===== src/hw/rtl/input_log_run_length_encoder_top_macros.svh =====
// ============================================================================
// Assertion macros for the input log run length encoder
// Shared checks, clocked on clk and held off while rst_n is low.
// ============================================================================
`ifndef INPUT_LOG_RUN_LENGTH_ENCODER_TOP_MACROS_SVH
`define INPUT_LOG_RUN_LENGTH_ENCODER_TOP_MACROS_SVH

// Consequent must hold in the same cycle as the antecedent
`define ILRE_ASSERT_NOW(label, ante, cons, msg) \
    label: assert property (@(posedge clk) disable iff (!rst_n) (ante) |-> (cons)) \
        else $error(msg);

// Consequent must hold in the cycle after the antecedent
`define ILRE_ASSERT_NEXT(label, ante, cons, msg) \
    label: assert property (@(posedge clk) disable iff (!rst_n) (ante) |=> (cons)) \
        else $error(msg);

`endif


===== src/hw/rtl/ilre_pkg.sv =====
// ============================================================================
// ilre_pkg
// Types, codes, constants and the CRC-32C byte step shared by the encoder.
// ============================================================================
package ilre_pkg;

    // sizes
    localparam int unsigned LIT_MAX       = 9;   // literal bytes in one job
    localparam int unsigned MAX_BYTES     = 13;  // bytes one item can cause
    localparam int unsigned JOB_DEPTH_DEF = 2;   // front-to-back queue depth
    localparam int unsigned CFG_IDX_W     = 3;
    localparam int unsigned CFG_DATA_W    = 8;
    localparam int unsigned BCNT_W        = 4;   // byte count / byte index

    // commands
    localparam logic [1:0] CMD_START  = 2'd0;
    localparam logic [1:0] CMD_FRAME  = 2'd1;
    localparam logic [1:0] CMD_FINISH = 2'd2;

    // configuration register indexes
    localparam logic [CFG_IDX_W-1:0] REG_SYS_FLAG  = 3'd0;
    localparam logic [CFG_IDX_W-1:0] REG_PAD1_FLAG = 3'd1;
    localparam logic [CFG_IDX_W-1:0] REG_PAD2_FLAG = 3'd2;
    localparam logic [CFG_IDX_W-1:0] REG_REP_SHORT = 3'd3;
    localparam logic [CFG_IDX_W-1:0] REG_REP_LONG  = 3'd4;

    // register reset values
    localparam logic [6:0] SYS_FLAG_RST  = 7'd1;
    localparam logic [6:0] PAD1_FLAG_RST = 7'd2;
    localparam logic [6:0] PAD2_FLAG_RST = 7'd4;
    localparam logic [7:0] REP_SHORT_RST = 8'd254;
    localparam logic [7:0] REP_LONG_RST  = 8'd255;

    // stream constants
    localparam logic [31:0] CRC_POLY      = 32'h82F63B78;
    localparam logic [31:0] SHORT_RUN_MAX = 32'h0000007E;
    localparam logic [31:0] MID_RUN_MAX   = 32'h0000FFFF;
    localparam logic [31:0] RUN_LIMIT     = 32'hFFFFFFFF;
    localparam logic [7:0]  RUN_TAG       = 8'h80;
    localparam logic [7:0]  HDR_BYTE0     = 8'h4E;  // 'N'
    localparam logic [7:0]  HDR_BYTE1     = 8'h54;  // 'T'
    localparam logic [7:0]  HDR_BYTE2     = 8'h01;
    localparam logic [7:0]  HDR_BYTE3     = 8'h00;

    // one item's work as handed from front to back
    typedef struct packed {
        logic [LIT_MAX-1:0][7:0] lit;       // byte 0 goes out first
        logic [BCNT_W-1:0]       nlit;      // literal byte count
        logic                    crc_tail;  // append the running CRC, big-endian
        logic                    crc_clr;   // CRC restarts from zero at byte 0
    } job_t;

    typedef struct packed {
        logic frame_zero;
        logic run_zero;
    } front_stat_t;

    typedef struct packed {
        logic              busy;
        logic [BCNT_W-1:0] byte_idx;
    } back_stat_t;

    // reflected CRC-32C, one byte
    function automatic logic [31:0] crc32c_byte(input logic [31:0] crc_in,
                                                input logic [7:0]  data);
        logic [31:0] c;
        c = crc_in ^ {24'h0, data};
        for (int k = 0; k < 8; k++) begin
            c = c[0] ? ((c >> 1) ^ CRC_POLY) : (c >> 1);
        end
        return c;
    endfunction

endpackage


===== src/hw/rtl/ilre_front.sv =====
// ============================================================================
// ilre_front
// Takes items, tracks frame and run state and builds each item's byte job.
// ============================================================================
module ilre_front (
    input  logic                               clk,
    input  logic                               rst_n,
    input  logic                               cfg_we,
    input  logic [ilre_pkg::CFG_IDX_W-1:0]     cfg_index,
    input  logic [ilre_pkg::CFG_DATA_W-1:0]    cfg_data,
    input  logic                               take,
    input  logic [1:0]                         cmd,
    input  logic [7:0]                         system_code,
    input  logic [7:0]                         pad1_buttons,
    input  logic [7:0]                         pad2_buttons,
    output logic                               job_push,
    output ilre_pkg::job_t                     job,
    output ilre_pkg::front_stat_t              stat
);
    import ilre_pkg::*;

    logic [6:0]  sys_flag_reg, pad1_flag_reg, pad2_flag_reg;
    logic [7:0]  rep_short_reg, rep_long_reg;
    logic [31:0] frame_cnt_reg, frame_cnt_next;
    logic [31:0] run_cnt_reg, run_cnt_next;
    logic [7:0]  prev_sys_reg, prev_sys_next;
    logic [7:0]  prev_pad1_reg, prev_pad1_next;
    logic [7:0]  prev_pad2_reg, prev_pad2_next;

    logic        same;
    logic        run_full;
    logic [31:0] run_m1;
    logic [31:0] fcnt_m1;
    logic [4:0][7:0] fl_raw;
    logic [2:0]  fl_raw_len;
    logic [4:0][7:0] fl;
    logic [2:0]  fl_len;
    logic        use_flush;
    logic [3:0][7:0] body;
    logic [2:0]  blen;
    logic [6:0]  flags;
    logic        has_job;
    logic        tail_req;
    logic        clr_req;

    // configuration registers
    always_ff @(posedge clk or negedge rst_n) begin
        if (!rst_n) begin
            sys_flag_reg  <= SYS_FLAG_RST;
            pad1_flag_reg <= PAD1_FLAG_RST;
            pad2_flag_reg <= PAD2_FLAG_RST;
            rep_short_reg <= REP_SHORT_RST;
            rep_long_reg  <= REP_LONG_RST;
        end
        else if (cfg_we) begin
            case (cfg_index)
                REG_SYS_FLAG:  sys_flag_reg  <= cfg_data[6:0];
                REG_PAD1_FLAG: pad1_flag_reg <= cfg_data[6:0];
                REG_PAD2_FLAG: pad2_flag_reg <= cfg_data[6:0];
                REG_REP_SHORT: rep_short_reg <= cfg_data;
                REG_REP_LONG:  rep_long_reg  <= cfg_data;
                default: ;
            endcase
        end
    end

    // classification
    assign same = (frame_cnt_reg != '0) && (system_code == prev_sys_reg)
                  && (pad1_buttons == prev_pad1_reg) && (pad2_buttons == prev_pad2_reg);
    assign run_full = (run_cnt_reg == RUN_LIMIT);
    assign run_m1   = run_cnt_reg - 32'd1;
    assign fcnt_m1  = frame_cnt_reg - 32'd1;

    // pending run as a repeat entry
    always_comb begin
        fl_raw     = '0;
        fl_raw_len = 3'd0;
        if (run_cnt_reg == '0) begin
            fl_raw_len = 3'd0;
        end
        else if (run_cnt_reg <= SHORT_RUN_MAX) begin
            fl_raw[0]  = RUN_TAG | {1'b0, run_m1[6:0]};
            fl_raw_len = 3'd1;
        end
        else if (run_cnt_reg <= MID_RUN_MAX) begin
            fl_raw[0]  = rep_short_reg;
            fl_raw[1]  = run_cnt_reg[15:8];
            fl_raw[2]  = run_cnt_reg[7:0];
            fl_raw_len = 3'd3;
        end
        else begin
            fl_raw[0]  = rep_long_reg;
            fl_raw[1]  = run_cnt_reg[31:24];
            fl_raw[2]  = run_cnt_reg[23:16];
            fl_raw[3]  = run_cnt_reg[15:8];
            fl_raw[4]  = run_cnt_reg[7:0];
            fl_raw_len = 3'd5;
        end
    end

    // job body and next state per command
    always_comb begin
        use_flush      = 1'b0;
        body           = '0;
        blen           = 3'd0;
        flags          = '0;
        has_job        = 1'b0;
        tail_req       = 1'b0;
        clr_req        = 1'b0;
        frame_cnt_next = frame_cnt_reg;
        run_cnt_next   = run_cnt_reg;
        prev_sys_next  = prev_sys_reg;
        prev_pad1_next = prev_pad1_reg;
        prev_pad2_next = prev_pad2_reg;
        case (cmd)
            CMD_START: begin
                body[0]        = HDR_BYTE0;
                body[1]        = HDR_BYTE1;
                body[2]        = HDR_BYTE2;
                body[3]        = HDR_BYTE3;
                blen           = 3'd4;
                has_job        = 1'b1;
                clr_req        = 1'b1;
                frame_cnt_next = '0;
                run_cnt_next   = '0;
                prev_sys_next  = '0;
                prev_pad1_next = '0;
                prev_pad2_next = '0;
            end
            CMD_FRAME: begin
                frame_cnt_next = frame_cnt_reg + 32'd1;
                if (same) begin
                    // repeat: only a saturated run produces bytes
                    use_flush    = run_full;
                    has_job      = run_full;
                    run_cnt_next = run_full ? 32'd1 : (run_cnt_reg + 32'd1);
                end
                else begin
                    use_flush      = 1'b1;
                    has_job        = 1'b1;
                    run_cnt_next   = '0;
                    prev_sys_next  = system_code;
                    prev_pad1_next = pad1_buttons;
                    prev_pad2_next = pad2_buttons;
                    if (system_code != '0) flags = flags | sys_flag_reg;
                    if (pad1_buttons != '0) flags = flags | pad1_flag_reg;
                    if (pad2_buttons != '0) flags = flags | pad2_flag_reg;
                    body[0] = {1'b0, flags};
                    blen    = 3'd1;
                    if (system_code != '0) begin
                        body[blen[1:0]] = system_code;
                        blen            = blen + 3'd1;
                    end
                    if (pad1_buttons != '0) begin
                        body[blen[1:0]] = pad1_buttons;
                        blen            = blen + 3'd1;
                    end
                    if (pad2_buttons != '0) begin
                        body[blen[1:0]] = pad2_buttons;
                        blen            = blen + 3'd1;
                    end
                end
            end
            CMD_FINISH: begin
                use_flush    = 1'b1;
                has_job      = 1'b1;
                tail_req     = 1'b1;
                run_cnt_next = '0;
                body[0]      = fcnt_m1[31:24];
                body[1]      = fcnt_m1[23:16];
                body[2]      = fcnt_m1[15:8];
                body[3]      = fcnt_m1[7:0];
                blen         = 3'd4;
            end
            default: ;
        endcase
    end

    // flush bytes first, body behind them
    assign fl           = use_flush ? fl_raw : '0;
    assign fl_len       = use_flush ? fl_raw_len : 3'd0;
    assign job.lit      = ({40'h0, body} << {fl_len, 3'b000}) | {32'h0, fl};
    assign job.nlit     = {1'b0, fl_len} + {1'b0, blen};
    assign job.crc_tail = tail_req;
    assign job.crc_clr  = clr_req;
    assign job_push     = take && has_job;

    // frame and run state
    always_ff @(posedge clk or negedge rst_n) begin
        if (!rst_n) begin
            frame_cnt_reg <= '0;
            run_cnt_reg   <= '0;
            prev_sys_reg  <= '0;
            prev_pad1_reg <= '0;
            prev_pad2_reg <= '0;
        end
        else if (take) begin
            frame_cnt_reg <= frame_cnt_next;
            run_cnt_reg   <= run_cnt_next;
            prev_sys_reg  <= prev_sys_next;
            prev_pad1_reg <= prev_pad1_next;
            prev_pad2_reg <= prev_pad2_next;
        end
    end

    assign stat.frame_zero = (frame_cnt_reg == '0);
    assign stat.run_zero   = (run_cnt_reg == '0);

endmodule


===== src/hw/rtl/ilre_jobq.sv =====
// ============================================================================
// ilre_jobq
// Small register queue of byte jobs between the front and the back.
// ============================================================================
module ilre_jobq #(
    parameter int unsigned DEPTH = ilre_pkg::JOB_DEPTH_DEF
) (
    input  logic           clk,
    input  logic           rst_n,
    input  logic           wr,
    input  ilre_pkg::job_t wr_job,
    input  logic           rd,
    output ilre_pkg::job_t rd_job,
    output logic           full,
    output logic           empty
);
    import ilre_pkg::*;

    localparam int unsigned PTR_W = (DEPTH > 1) ? $clog2(DEPTH) : 1;
    localparam int unsigned CNT_W = $clog2(DEPTH + 1);

    job_t             mem [DEPTH];
    logic [PTR_W-1:0] wr_ptr_reg, rd_ptr_reg;
    logic [CNT_W-1:0] cnt_reg;
    logic             do_wr, do_rd;

    assign full   = (cnt_reg == CNT_W'(DEPTH));
    assign empty  = (cnt_reg == '0);
    assign do_wr  = wr && !full;
    assign do_rd  = rd && !empty;
    assign rd_job = mem[rd_ptr_reg];

    // storage
    always_ff @(posedge clk) begin
        if (do_wr) begin
            mem[wr_ptr_reg] <= wr_job;
        end
    end

    // pointers and fill count
    always_ff @(posedge clk or negedge rst_n) begin
        if (!rst_n) begin
            wr_ptr_reg <= '0;
            rd_ptr_reg <= '0;
            cnt_reg    <= '0;
        end
        else begin
            if (do_wr) begin
                wr_ptr_reg <= (wr_ptr_reg == PTR_W'(DEPTH - 1)) ? '0 : wr_ptr_reg + 1'b1;
            end
            if (do_rd) begin
                rd_ptr_reg <= (rd_ptr_reg == PTR_W'(DEPTH - 1)) ? '0 : rd_ptr_reg + 1'b1;
            end
            cnt_reg <= cnt_reg + CNT_W'(do_wr) - CNT_W'(do_rd);
        end
    end

endmodule


===== src/hw/rtl/ilre_back.sv =====
// ============================================================================
// ilre_back: serializes jobs, runs the CRC and holds a result queue.
// One byte a cycle, stalling while the result queue is full or no job waits.
// ============================================================================
module ilre_back (
    input  logic                 clk,
    input  logic                 rst_n,
    input  ilre_pkg::job_t       job,
    input  logic                 job_empty,
    output logic                 job_pop,
    input  logic                 pop,
    output logic                 empty,
    output logic [7:0]           out_byte,
    output logic                 last_of_run,
    output ilre_pkg::back_stat_t stat
);
    import ilre_pkg::*;

    logic [BCNT_W-1:0] idx_reg, idx_next;
    logic [31:0]       crc_reg, crc_next;
    logic [31:0]       sh_reg, sh_next;
    logic [BCNT_W-1:0] total;
    logic              go, at_last;
    logic [7:0]        cur_byte;
    logic [31:0]       crc_base;

    logic [7:0]        ob_byte_reg [2];
    logic              ob_last_reg [2];
    logic              ob_wr_reg, ob_rd_reg;
    logic [1:0]        ob_cnt_reg;
    logic              ob_pop;

    // byte sequencing
    assign total   = job.nlit + (job.crc_tail ? BCNT_W'(4) : BCNT_W'(0));
    assign go      = !job_empty && (ob_cnt_reg != 2'd2);
    assign at_last = (idx_reg == total - BCNT_W'(1));
    assign job_pop = go && at_last;

    // byte select: literals, then CRC captured at the first tail byte
    always_comb begin
        if (idx_reg < job.nlit) begin
            cur_byte = job.lit[idx_reg];
        end
        else if (idx_reg == job.nlit) begin
            cur_byte = crc_reg[31:24];
        end
        else begin
            cur_byte = sh_reg[31:24];
        end
    end

    assign crc_base = ((idx_reg == '0) && job.crc_clr) ? '0 : crc_reg;
    assign crc_next = crc32c_byte(crc_base, cur_byte);
    assign sh_next  = (idx_reg == job.nlit) ? {crc_reg[23:0], 8'h00} : {sh_reg[23:0], 8'h00};
    assign idx_next = at_last ? '0 : idx_reg + BCNT_W'(1);

    always_ff @(posedge clk or negedge rst_n) begin
        if (!rst_n) begin
            idx_reg <= '0;
            crc_reg <= '0;
        end
        else if (go) begin
            idx_reg <= idx_next;
            crc_reg <= crc_next;
        end
    end

    always_ff @(posedge clk) begin
        if (go) begin
            sh_reg <= sh_next;
        end
    end

    // two-entry result queue
    assign ob_pop = pop && (ob_cnt_reg != 2'd0);

    always_ff @(posedge clk) begin
        if (go) begin
            ob_byte_reg[ob_wr_reg] <= cur_byte;
            ob_last_reg[ob_wr_reg] <= at_last;
        end
    end

    always_ff @(posedge clk or negedge rst_n) begin
        if (!rst_n) begin
            ob_wr_reg  <= 1'b0;
            ob_rd_reg  <= 1'b0;
            ob_cnt_reg <= 2'd0;
        end
        else begin
            if (go) ob_wr_reg <= ~ob_wr_reg;
            if (ob_pop) ob_rd_reg <= ~ob_rd_reg;
            ob_cnt_reg <= ob_cnt_reg + {1'b0, go} - {1'b0, ob_pop};
        end
    end

    assign empty       = (ob_cnt_reg == 2'd0);
    assign out_byte    = ob_byte_reg[ob_rd_reg];
    assign last_of_run = ob_last_reg[ob_rd_reg];

    assign stat.busy     = !job_empty;
    assign stat.byte_idx = idx_reg;

endmodule


===== src/hw/rtl/input_log_run_length_encoder_top.sv =====
// Path: an item's first byte is written to the job queue, then to the result queue, and is
// then on the result ports. Throughput: one result byte per cycle while the result queue
// has room; an item yields 0 to 13 bytes and holds the byte serializer until its last
// byte, one CRC-32C step per byte. Items with no bytes queue no job. The job queue holds
// JOB_DEPTH jobs, the one being serialized included. Reset: asynchronous, clears frame, run,
// CRC and queue state and loads register defaults.
// ============================================================================
// input_log_run_length_encoder_top
// Input log encoder with run-length repeats and a CRC-32C trailer.
// ============================================================================
module input_log_run_length_encoder_top #(
    parameter int unsigned JOB_DEPTH = ilre_pkg::JOB_DEPTH_DEF
) (
    input  logic                            clk,
    input  logic                            rst_n,
    input  logic                            cfg_we,
    input  logic [ilre_pkg::CFG_IDX_W-1:0]  cfg_index,
    input  logic [ilre_pkg::CFG_DATA_W-1:0] cfg_data,
    input  logic                            push,
    output logic                            full,
    input  logic [1:0]                      cmd,
    input  logic [7:0]                      system_code,
    input  logic [7:0]                      pad1_buttons,
    input  logic [7:0]                      pad2_buttons,
    output logic                            empty,
    input  logic                            pop,
    output logic [7:0]                      out_byte,
    output logic                            last_of_run
);
    import ilre_pkg::*;

    logic        take;
    logic        jq_push, jq_pop, jq_full, jq_empty;
    job_t        front_job, head_job;
    front_stat_t fstat;
    back_stat_t  bstat;

    // input transfer
    assign full = jq_full;
    assign take = push && !jq_full;

    ilre_front u_front (
        .clk          (clk),
        .rst_n        (rst_n),
        .cfg_we       (cfg_we),
        .cfg_index    (cfg_index),
        .cfg_data     (cfg_data),
        .take         (take),
        .cmd          (cmd),
        .system_code  (system_code),
        .pad1_buttons (pad1_buttons),
        .pad2_buttons (pad2_buttons),
        .job_push     (jq_push),
        .job          (front_job),
        .stat         (fstat)
    );

    ilre_jobq #(
        .DEPTH (JOB_DEPTH)
    ) u_jobq (
        .clk    (clk),
        .rst_n  (rst_n),
        .wr     (jq_push),
        .wr_job (front_job),
        .rd     (jq_pop),
        .rd_job (head_job),
        .full   (jq_full),
        .empty  (jq_empty)
    );

    ilre_back u_back (
        .clk         (clk),
        .rst_n       (rst_n),
        .job         (head_job),
        .job_empty   (jq_empty),
        .job_pop     (jq_pop),
        .pop         (pop),
        .empty       (empty),
        .out_byte    (out_byte),
        .last_of_run (last_of_run),
        .stat        (bstat)
    );

    // checks
    `include "input_log_run_length_encoder_top_macros.svh"

    `ILRE_ASSERT_NEXT(a_start_clears, take && (cmd == CMD_START), fstat.frame_zero && fstat.run_zero, "start did not clear frame and run state")
    `ILRE_ASSERT_NOW(a_idx_bound, 1'b1, bstat.byte_idx <= BCNT_W'(MAX_BYTES - 1), "byte index past the longest job")
    `ILRE_ASSERT_NOW(a_idx_needs_job, bstat.byte_idx != '0, bstat.busy, "byte index advanced with no job queued")

endmodule

===== config.mk =====
export PLATFORM = sky130hd
export DESIGN_NAME = input_log_run_length_encoder_top
export DESIGN_NICKNAME = d
export VERILOG_FILES = /design/src/hw/rtl/ilre_pkg.sv /design/src/hw/rtl/ilre_front.sv /design/src/hw/rtl/ilre_jobq.sv /design/src/hw/rtl/ilre_back.sv /design/src/hw/rtl/input_log_run_length_encoder_top.sv
export VERILOG_INCLUDE_DIRS = /design/src /design/src/hw/rtl
export SDC_FILE = /design/constraint.sdc
export NUM_CORES = 1
export LEC_CHECK = 0
export CORE_MARGIN = 2
export CORE_UTILIZATION = 50
export CTS_CLUSTER_SIZE = 40
export DETAILED_ROUTE_END_ITERATION = 7
export DONT_BUFFER_PORTS = 1
export GPL_TIMING_DRIVEN = 1
export PLACE_DENSITY_LB_ADDON = 0.3
export SYNTH_ARGS = -nofsm -noshare
export SYNTH_HDL_FRONTEND = slang
export SYNTH_SLANG_ARGS = --single-unit

===== constraint.sdc =====
create_clock -name clk -period 15.8 [get_ports clk]
set_input_delay 3.16 -clock clk [delete_from_list [all_inputs] [get_ports clk]]
set_output_delay 3.16 -clock clk [all_outputs]
set_load 0.01 [all_outputs]

# Word level (Yosys, flattened, before mapping)
# Memories as Yosys holds them, arrays and structs flattened.
# Index checks and enable logic that the tools add are counted.
[classes] add_sub_neg=16 n_lt_le_gt_ge=8 reduce_logical=37 n_shift=1 bitwise_logic=14 eq_ne=15 muxes=80
[ops] cell="$mux W32" n=18
[ops] cell="$not A16 Y17" n=8
[ops] cell="$pmux W32 S2" n=2
[ops] cell="$mux W8" n=12
[ops] cell="$pmux W32 S3" n=1
[ops] cell="$mux W40" n=2
[ops] cell="$or A72 B40 Y72" n=1
[ops] cell="$shl A32 B6 Y72" n=1
[ops] cell="$add A32 B1 Y32 const B" n=2
[ops] cell="$bwmux W32" n=2
[ops] cell="$mux W7" n=9
[ops] cell="$pmux W8 S2" n=3
[ops] cell="$mux W3" n=12
[ops] cell="$bmux W8 S4" n=1
[ops] cell="$demux W8 S2" n=2
[ops] cell="$eq A32 B32 Y1 const B" n=1
[ops] cell="$le A32 B16 Y1 const B" n=1
[ops] cell="$le A32 B7 Y1 const B" n=1
[ops] cell="$logic_not A32 Y1" n=1
[ops] cell="$reduce_bool A32 Y1" n=1
[ops] cell="$sub A32 B1 Y32 const B" n=1
[ops] cell="$xor A32 B8 Y32" n=1
[ops] cell="$eq A8 B8 Y1" n=3
[ops] cell="$mux W24" n=1
[ops] cell="38 further kinds" n=84
[word_totals] regBits=201 mem_count=3 input_bits=42 out_inout_bits=11 ramBits=174 word_cells=193
[memory_table] memory="u_jobq.mem" depth=2 width=78 rd=1 rd_ports_with_merged_regs=0 write_ports=1 line_no="ilre_jobq.sv:22" rtl="job_t mem [DEPTH];"
[memory_table] memory="u_back.ob_byte_reg" depth=2 width=8 rd=1 rd_ports_with_merged_regs=0 write_ports=1 line_no="ilre_back.sv:27" rtl="logic [7:0] ob_byte_reg [2];"
[memory_table] memory="u_back.ob_last_reg" depth=2 width=1 rd=1 rd_ports_with_merged_regs=0 write_ports=1 line_no="ilre_back.sv:28" rtl="logic ob_last_reg [2];"

# Logic depth before layout (Yosys ltp)
# Gate-level depths: netlist (run 1).
[logic_depth] ltp_word=24 depth_mapped=19 ltp_nobuf=13

# Modules after synthesis
# From an unflattened synthesis (run 1), not the netlist that was laid out.
[unflattened] cells_unflattened=1879 hier_area_um2=20761.2
[modules_own_cells] module="ilre_front" seq_area_each_um2=3150.5 cells_each=1116 area_each_um2=9392.8 n_inst=1
[modules_own_cells] module="ilre_jobq" seq_area_each_um2=4784.6 cells_each=261 area_each_um2=5861.9 n_inst=1
[modules_own_cells] module="ilre_back" seq_area_each_um2=2262.2 cells_each=501 area_each_um2=5492.8 n_inst=1
[modules_own_cells] module="input_log_run_length_encoder_top" seq_area_each_um2=0.0 cells_each=1 area_each_um2=13.8 n_inst=1

# Worst setup path before layout (run 1)
# No wires, ideal clock.
[synth_path] path_kind="input to register" from="input port pad2_buttons[0]" to="memory u_jobq.mem[0][0] (netlist bit), enable pin" path_buffers=1 arrival_ps=7709 setup_ps=524 path_slack_ps=7567 required_time_ps=15276 stages=8 cell_sequence="clkbuf_1 xor2_1 nor4_1 nand4_1 a211o_1 o21ai_1 a21oi_1 nor2b_1"
[synth_via] elab_chain_cells=8
[synth_rtl] item="start, declared" line_no="input_log_run_length_encoder_top.sv:24" rtl="input logic [7:0] pad2_buttons,"
[synth_rtl] item="$eq A8 B8 Y1" line_no="ilre_front.sv:69" rtl="&& (pad1_buttons == prev_pad1_reg) && (pad2_buttons == prev_pad2_reg);"
[synth_rtl] item="$logic_and A1 B1 Y1" line_no="ilre_front.sv:69"
[synth_rtl] item="$mux W1" line_no="ilre_front.sv:132" rtl="if (same) begin"
[synth_rtl] item="$pmux W1 S2" line_no="ilre_front.sv:115" rtl="case (cmd)"
[synth_rtl] item="$logic_and A1 B1 Y1" line_no="ilre_front.sv:186" rtl="assign job_push = take && has_job;"
[synth_rtl] item="$logic_and A1 B1 Y1" line_no="ilre_jobq.sv:29" rtl="assign do_wr = wr && !full;"
[synth_rtl] item="$mux W1" line_no="ilre_jobq.sv:35" rtl="if (do_wr) begin"
[synth_rtl] item="$mux W1 (not written as such)" line_no="ilre_jobq.sv:36" rtl="mem[wr_ptr_reg] <= wr_job;"
[synth_rtl] item="end, declared" line_no="ilre_jobq.sv:22"
# No other way between the ends.

==> results of run 1 <==
-- worst max-delay path, cell delays in order --
cell and delay (ps):
xor2_1 130, nor4_1 410, nand4_1 190, a211o_1 260
buf_4 240, o21ai_1 300, a21o_1 160, buf_4 350
inv_1 460, nand2_1 720, a22oi_1 140, o21a_1 180
-- through the flow --
step	hold WS [ps]	worst slack (ps)
global route	513	9250
detailed placement	488	8990
floorplan	455	7570
finish	503	9400
global placement	480	9040
CTS	501	9600
-- final cells by class --
type,count,area share (%)
clock buffers,55,5.32
clock inverters,21,0.761
inverters,32,0.553
multi-input cells,1316,42.5
flip-flops and latches,367,47.0
well taps,525,3.03
repair buffers,23,0.796
-- worst max-delay path by stage --
| stage | to | slack, ps | depth (start not counted) |
|---|---|---|---|
| 2_1_floorplan | u_jobq.mem[0][0]$_DFFE_PP_ | 7570 | 8 |
| 3_3_place_gp | u_jobq.mem[0][36]$_DFFE_PP_ | 9040 | 12 |
| 3_5_place_dp | u_jobq.mem[0][36]$_DFFE_PP_ | 8990 | 12 |
| 4_1_cts | u_jobq.mem[1][36]$_DFFE_PP_ | 9600 | 12 |
| 5_1_grt | u_jobq.mem[1][29]$_DFFE_PP_ | 9250 | 12 |
| 6_report | u_jobq.mem[1][36]$_DFFE_PP_ | 9400 | 12 |
-- routing by layer --
metal,part of all wire [%],wire length (um),vias up
li1,-,-,6528
met1,42,22700,7087
met2,46,24400,588
met3,8.4,4510,124
met4,3.4,1840,0
met5,0,0,-
-- power breakdown --
part	leakage, nW	total [W]	switching (W)	internal (W)
registers	4.04	0.00146	0.000133	0.00133
logic	3.90	0.00326	0.00173	0.00154
clock network	0.655	0.000931	0.000397	0.000534
-- cell families after synthesis --
family / after synthesis / synth area share, %
simple gates: 616 / 14.1
flops: 367 / 50.7
compound gates: 340 / 11.4
xor+xnor: 201 / 10.0
buf+inv: 155 / 3.55
mux: 129 / 8.27
fa+ha+maj: 30 / 1.94
-- cells in the final DEF (no fill, tap or decap), types with 8 or more instances in the layout --
master	n
nand2_1	248
edfxtp_1	198
dfrtp_1	150
nor2_1	143
xor2_1	111
a21oi_1	87
o21ai_0	74
xnor2_1	70
mux2_2	63
nand3_1	50
mux2i_1	44
clkbuf_16	42
nor4_1	33
inv_1	29
ha_1	28
nor3_1	24
a22o_1	23
buf_4	23
nand4_1	21
dfstp_2	18
and2_1	17
mux4_2	17
and3_1	15
o21ai_1	15
a22oi_1	14
o31ai_1	14
nand2b_1	13
a21o_1	12
o22ai_1	12
or3_1	11
nor2b_1	11
a32oi_1	11
a211oi_1	10
o22a_1	10
clkinv_2	10
and4_1	8
o211ai_1	8
a31oi_1	8
==> results.py, run 1 <==
metrics = {
    "logic_synthesis": {
        "syn-mean-instance-area_um2": 10.9,
        "synth_top_area_share_pct": 29.6,
        "ys_seq_area_share_pct": 50.7,
        "synthCells": 1838,
        "ys_ff_latch": 367,
        "syn_area_um2": 20100,
        "synthesis.nets": 1910,
        "yosys-top-cells-area": "edfxtp_1 (30%), dfrtp_1 (19%), xor2_1 (4.8%), nand2_1 (4.6%), mux2_2 (3.5%)",
        "synth-edff-count": 198,
        "synth_area_leader_cell": "edfxtp_1",
        "ys_async_sr_fraction_pct": 46.0,
        "synthFlopType": "edfxtp_1",
        "synth_cell_types": 80,
        "synth_commonest_cells": "nand2_1 (248), edfxtp_1 (198), dfrtp_1 (151)",
        "yosys_warnings": 0,
        "yosysMostFrequentCell": "nand2_1",
    },
    "power": {
        "leakage_nw": 8.60,
        "ir_drop_uv": 269,
        "pwr_density_cell_nw_per_um2": 261,
        "total_power_w": 0.00566,
    },
    "floorplan": {
        "rows": 73,
        "start_util_pct": 50.6,
        "die_h_um": 205,
        "core_area_um2": 39700,
        "die_w_um": 205,
        "die_area_um2": 41900,
        "io_pins": 53,
    },
    "timing": {
        "clock_skew_ps": 23.6,
        "drv_slew": 0,
        "period_needed_ps": 6400,
        "tns_ps": 0,
        "finalHoldViolations": 0,
        "fmax_mhz": 156,
        "slew_headroom_pct": 18.5,
        "worstMarginPinSlew_ps": 1210,
        "rsz0062_at_grt": "false",
        "period_share_pct": 40.5,
        "setup_violations": 0,
    },
    "cts": {
        "cts_tree": "built",
        "numCtsBuffers": 41,
        "postCtsSetupBuffers": 0,
        "hold_buffers": 0,
        "clk_pin_slew_worst_paths_ps": 60,
        "h-tree-depth": 2,
        "postCtsResizedCells": 0,
        "cts-root-buf": "clkbuf_16",
        "clock_latency_ps": 580,
        "cts_max_path_buffers": 3,
        "clock-sinks": 367,
    },
    "global_route": {
        "use_met2_pct": 40.3,
        "grt.met3_usage_pct": 5.66,
        "antenna_found_initial": 0,
        "grt_pass1_vias": 13900,
        "grt_max_degree": 170,
        "grt_pass1_wl_um": 83500,
        "grt_busiest_layer": "met2",
        "gr-total-overflow": 0,
        "grt_usage_pct": 26.1,
        "grt_util_met1_pct": 36.3,
    },
    "final_layout": {
        "largest_reg_flops": 156,
        "syn2layout_area_growth_pct": 7.89,
        "multi_input_area_um2": 9240,
        "post-route-util_pct": 54.6,
        "fill_cells": 3406,
        "regArea_um2": 10200,
        "top_register": "u_jobq.mem",
        "final_area_um2": 21700,
        "diodes": 0,
        "instances_no_fill": 2339,
        "layout-drive-gt1-share_pct": 12.2,
        "num-nets-final": 1853,
    },
    "detailed_routing": {
        "first_pass_iters": 6,
        "vias": 14300,
        "viasPerCell": 6.13,
        "antenna_left": 0,
        "drc_errors": 0,
        "initialDrtViolationCount": 1480,
        "wl_per_cell_um": 22.8,
        "totalWireLength_um": 53400,
    },
    "setup_path": {
        "worstPathArrival_ps": 6720,
        "cp-start-kind": "primary input",
        "r2r-end": "u_jobq.mem[0][29]$_DFFE_PP_",
        "r2r-start": "u_front.frame_cnt_reg[12]$_DFFE_PN0P_",
        "worstPathRequired_ps": 16120,
        "timing.critical_path.from": "pad1_buttons[3]",
        "reg2reg_depth": 12,
        "critPathCaptureType": "flop",
        "reg2reg_setup_slack_ps": 10490,
        "crit_fanout": 33,
        "critical_path_class": "primary input to flop",
    },
    "placement": {
        "portBuffers": 0,
        "gp_congestion": 0.953,
        "dp_hpwl_um": 37200,
        "dp_cells": 2263,
        "placedInstanceArea_um2": 20400,
    },
    "min_path": {
        "hold_start": "u_back.crc_reg[24]$_DFFE_PN0P_",
        "min_delay_path_depth": 2,
        "hold_path.class": "flop to flop",
        "hold-path-endpoint": "u_back.crc_reg[24]$_DFFE_PN0P_",
    },
    "outcome": {
        "status": "finished clean",
    },
    "flow_run": {
        "maxCapViolations": 0,
    },
}
(Power assumes the default switching activity.)
==> run 2: changes to the inputs <==
==> constraint.sdc (replaced) <==
create_clock -name clk -period 5.2 [get_ports clk]
set_input_delay 1.04 -clock clk [delete_from_list [all_inputs] [get_ports clk]]
set_output_delay 1.04 -clock clk [all_outputs]
set_load 0.01 [all_outputs]
==> results.py, run 2 (same netlist as run 1, synthesis figures left out) <==
metrics = {
    "global_route": {
        "grt_pass1_vias": 14200,
        "antenna_found_initial": 0,
        "gr-total-overflow": 0,
        "grt_pass1_wl_um": 83700,
        "grt_usage_pct": 26.1,
        "grt_max_degree": 170,
    },
    "setup_path": {
        "worstPathArrival_ps": 4780,
        "r2r-end": "u_back.crc_reg[21]$_DFFE_PN0P_",
        "r2r-start": "u_jobq.rd_ptr_reg$_DFFE_PN0P_",
        "critPathCaptureType": "flop",
        "crit_fanout": 8,
        "reg2reg_setup_slack_ps": 910,
        "critical_path_class": "flop to flop",
        "reg2reg_depth": 11,
        "worstPathRequired_ps": 5690,
        "cp-start-kind": "flop",
    },
    "cts": {
        "cts_max_path_buffers": 3,
        "cts-root-buf": "clkbuf_16",
        "hold_buffers": 0,
        "cts_tree": "built",
        "clock_latency_ps": 580,
        "clock-sinks": 367,
        "numCtsBuffers": 40,
        "h-tree-depth": 2,
        "clk_pin_slew_worst_paths_ps": 60,
        "postCtsResizedCells": 0,
        "postCtsSetupBuffers": 0,
    },
    "final_layout": {
        "final_cell_mix": "nand2_1 (248), edfxtp_1 (198), dfrtp_1 (150)",
        "num-nets-final": 1869,
        "largest_reg_flops": 156,
        "fill_cells": 3390,
        "syn2layout_area_growth_pct": 8.75,
        "top_register": "u_jobq.mem",
        "diodes": 0,
        "layout_commonest_cell": "nand2_1",
        "layout-drive-gt1-share_pct": 12.8,
    },
    "floorplan": {
        "die_h_um": 205,
        "io_pins": 53,
        "start_util_pct": 50.6,
        "core_area_um2": 39700,
        "die_w_um": 205,
        "die_area_um2": 41900,
        "rows": 73,
    },
    "timing": {
        "setup_slack_ps": 911,
        "setup_violations": 0,
        "worstMarginPinSlew_ps": 1210,
        "clock_skew_ps": 19.0,
        "tns_ps": 0,
        "slew_headroom_pct": 18.7,
        "period_share_pct": 82.5,
        "drv_slew": 0,
        "period_needed_ps": 4290,
        "finalHoldViolations": 0,
        "fmax_mhz": 233,
        "rsz0062_at_grt": "false",
        "holdWs_ps": 180,
    },
    "detailed_routing": {
        "drc_errors": 0,
        "wl_per_cell_um": 22.8,
        "viasPerCell": 6.10,
        "vias": 14400,
        "antenna_left": 0,
        "totalWireLength_um": 53600,
        "first_pass_iters": 8,
        "initialDrtViolationCount": 1200,
    },
    "outcome": {
        "status": "finished clean",
    },
    "power": {
        "ir_drop_uv": 992,
        "p_sw_w": 0.00699,
        "clkPwrFrac_pct": 16.6,
        "leakage_nw": 8.69,
        "comb_power_share_pct": 58.2,
        "switching_share_pct": 40.1,
        "seqPwrFrac_pct": 25.2,
        "pwr_density_cell_nw_per_um2": 798,
        "p_int_w": 0.0105,
    },
    "placement": {
        "gp_congestion": 0.958,
        "preCtsSetupSlack_ps": 648,
        "dp_hpwl_um": 38600,
        "portBuffers": 0,
    },
    "flow_run": {
        "maxCapViolations": 0,
    },
    "min_path": {
        "hold_path.class": "primary input to async pin",
    },
}
## run 2: cell types whose count changed in the layout (fill, tap and decap cells not counted)
cell / before / now
buf_12: 0 / 2
buf_4: 23 / 38
bufinv_16: 1 / 3
clkbuf_16: 42 / 43
clkbuf_8: 5 / 3
clkinv_1: 6 / 9
clkinv_2: 10 / 6
clkinv_4: 2 / 1
inv_16: 1 / 0
## run 2: metal layers
layer  vias to the layer above  routed length, um  track usage, %
met4                         0               2120            10.6
met2                       610              24600            40.6
li1                       6535                  -               -
met3                       138               4090            4.69
met5                         -                  0               0
met1                      7081              22800            36.3
## run 2: worst max-delay path by stage
stage,start,endpoint,slack (ps),cells past startpoint
after floorplan,u_front.frame_cnt_reg[12]$_DFFE_PN0P_,u_jobq.mem[0][0]$_DFFE_PP_,400,9
after CTS,u_jobq.rd_ptr_reg$_DFFE_PN0P_,u_back.crc_reg[21]$_DFFE_PN0P_,900,11
final,u_jobq.rd_ptr_reg$_DFFE_PN0P_,u_back.crc_reg[21]$_DFFE_PN0P_,910,11
after global placement,pad1_buttons[3],u_jobq.mem[1][27]$_DFFE_PP_,560,10
after detailed placement,pad1_buttons[3],u_jobq.mem[0][27]$_DFFE_PP_,650,10
after global routing,u_front.frame_cnt_reg[4]$_DFFE_PN0P_,u_jobq.mem[0][27]$_DFFE_PP_,680,11
## run 2: worst max-delay path: stages, from the launching register on
cell and delay [ps]:
dfrtp_4 540, mux2i_1 330, ha_1 320, nor2b_1 150, o211ai_2 350, and2_1 190
buf_4 230, mux2i_1 450, xor2_1 600, xnor3_1 580, xnor3_1 350, o21ai_1 120
## run 2: power by group through the flow
| stage | logic (W) | clock network, W | registers [W] |
|---|---|---|---|
| finish | 0.0102 | 0.00290 | 0.00440 |
| global route | 0.0111 | 0.00306 | 0.00446 |
| CTS | 0.0102 | 0.00295 | 0.00440 |
| detailed placement | 0.0101 | 0 | 0.00445 |
| global placement | 0.00999 | 0 | 0.00443 |
| floorplan | 0.00835 | 0 | 0.00429 |
## run 2: area by class of cell
cell class | instances | area [um2] | share of cell area (%)
Multi-Input combinational cell | 1316 | 9240 | 42.2
Timing Repair Buffer | 40 | 325 | 1.49
Inverter | 32 | 120 | 0.549
Clock inverter | 20 | 188 | 0.858
Sequential cell | 367 | 10200 | 46.6
Tap cell | 525 | 657 | 3.00
Clock buffer | 54 | 1150 | 5.26
## run 2: metrics by stage
stage / utilization (%) / power [W] / std cells / area, um2
final: 55.1 / 0.0175 / 2354 / 21900
after global routing: 55.1 / 0.0186 / 2354 / 21900
after CTS: 55.1 / 0.0176 / 2354 / 21900
after detailed placement: 51.7 / 0.0146 / 2280 / 20500
after global placement: 51.7 / 0.0144 / 2280 / 20500
after floorplan: - / 0.0126 / 1838 / 20100
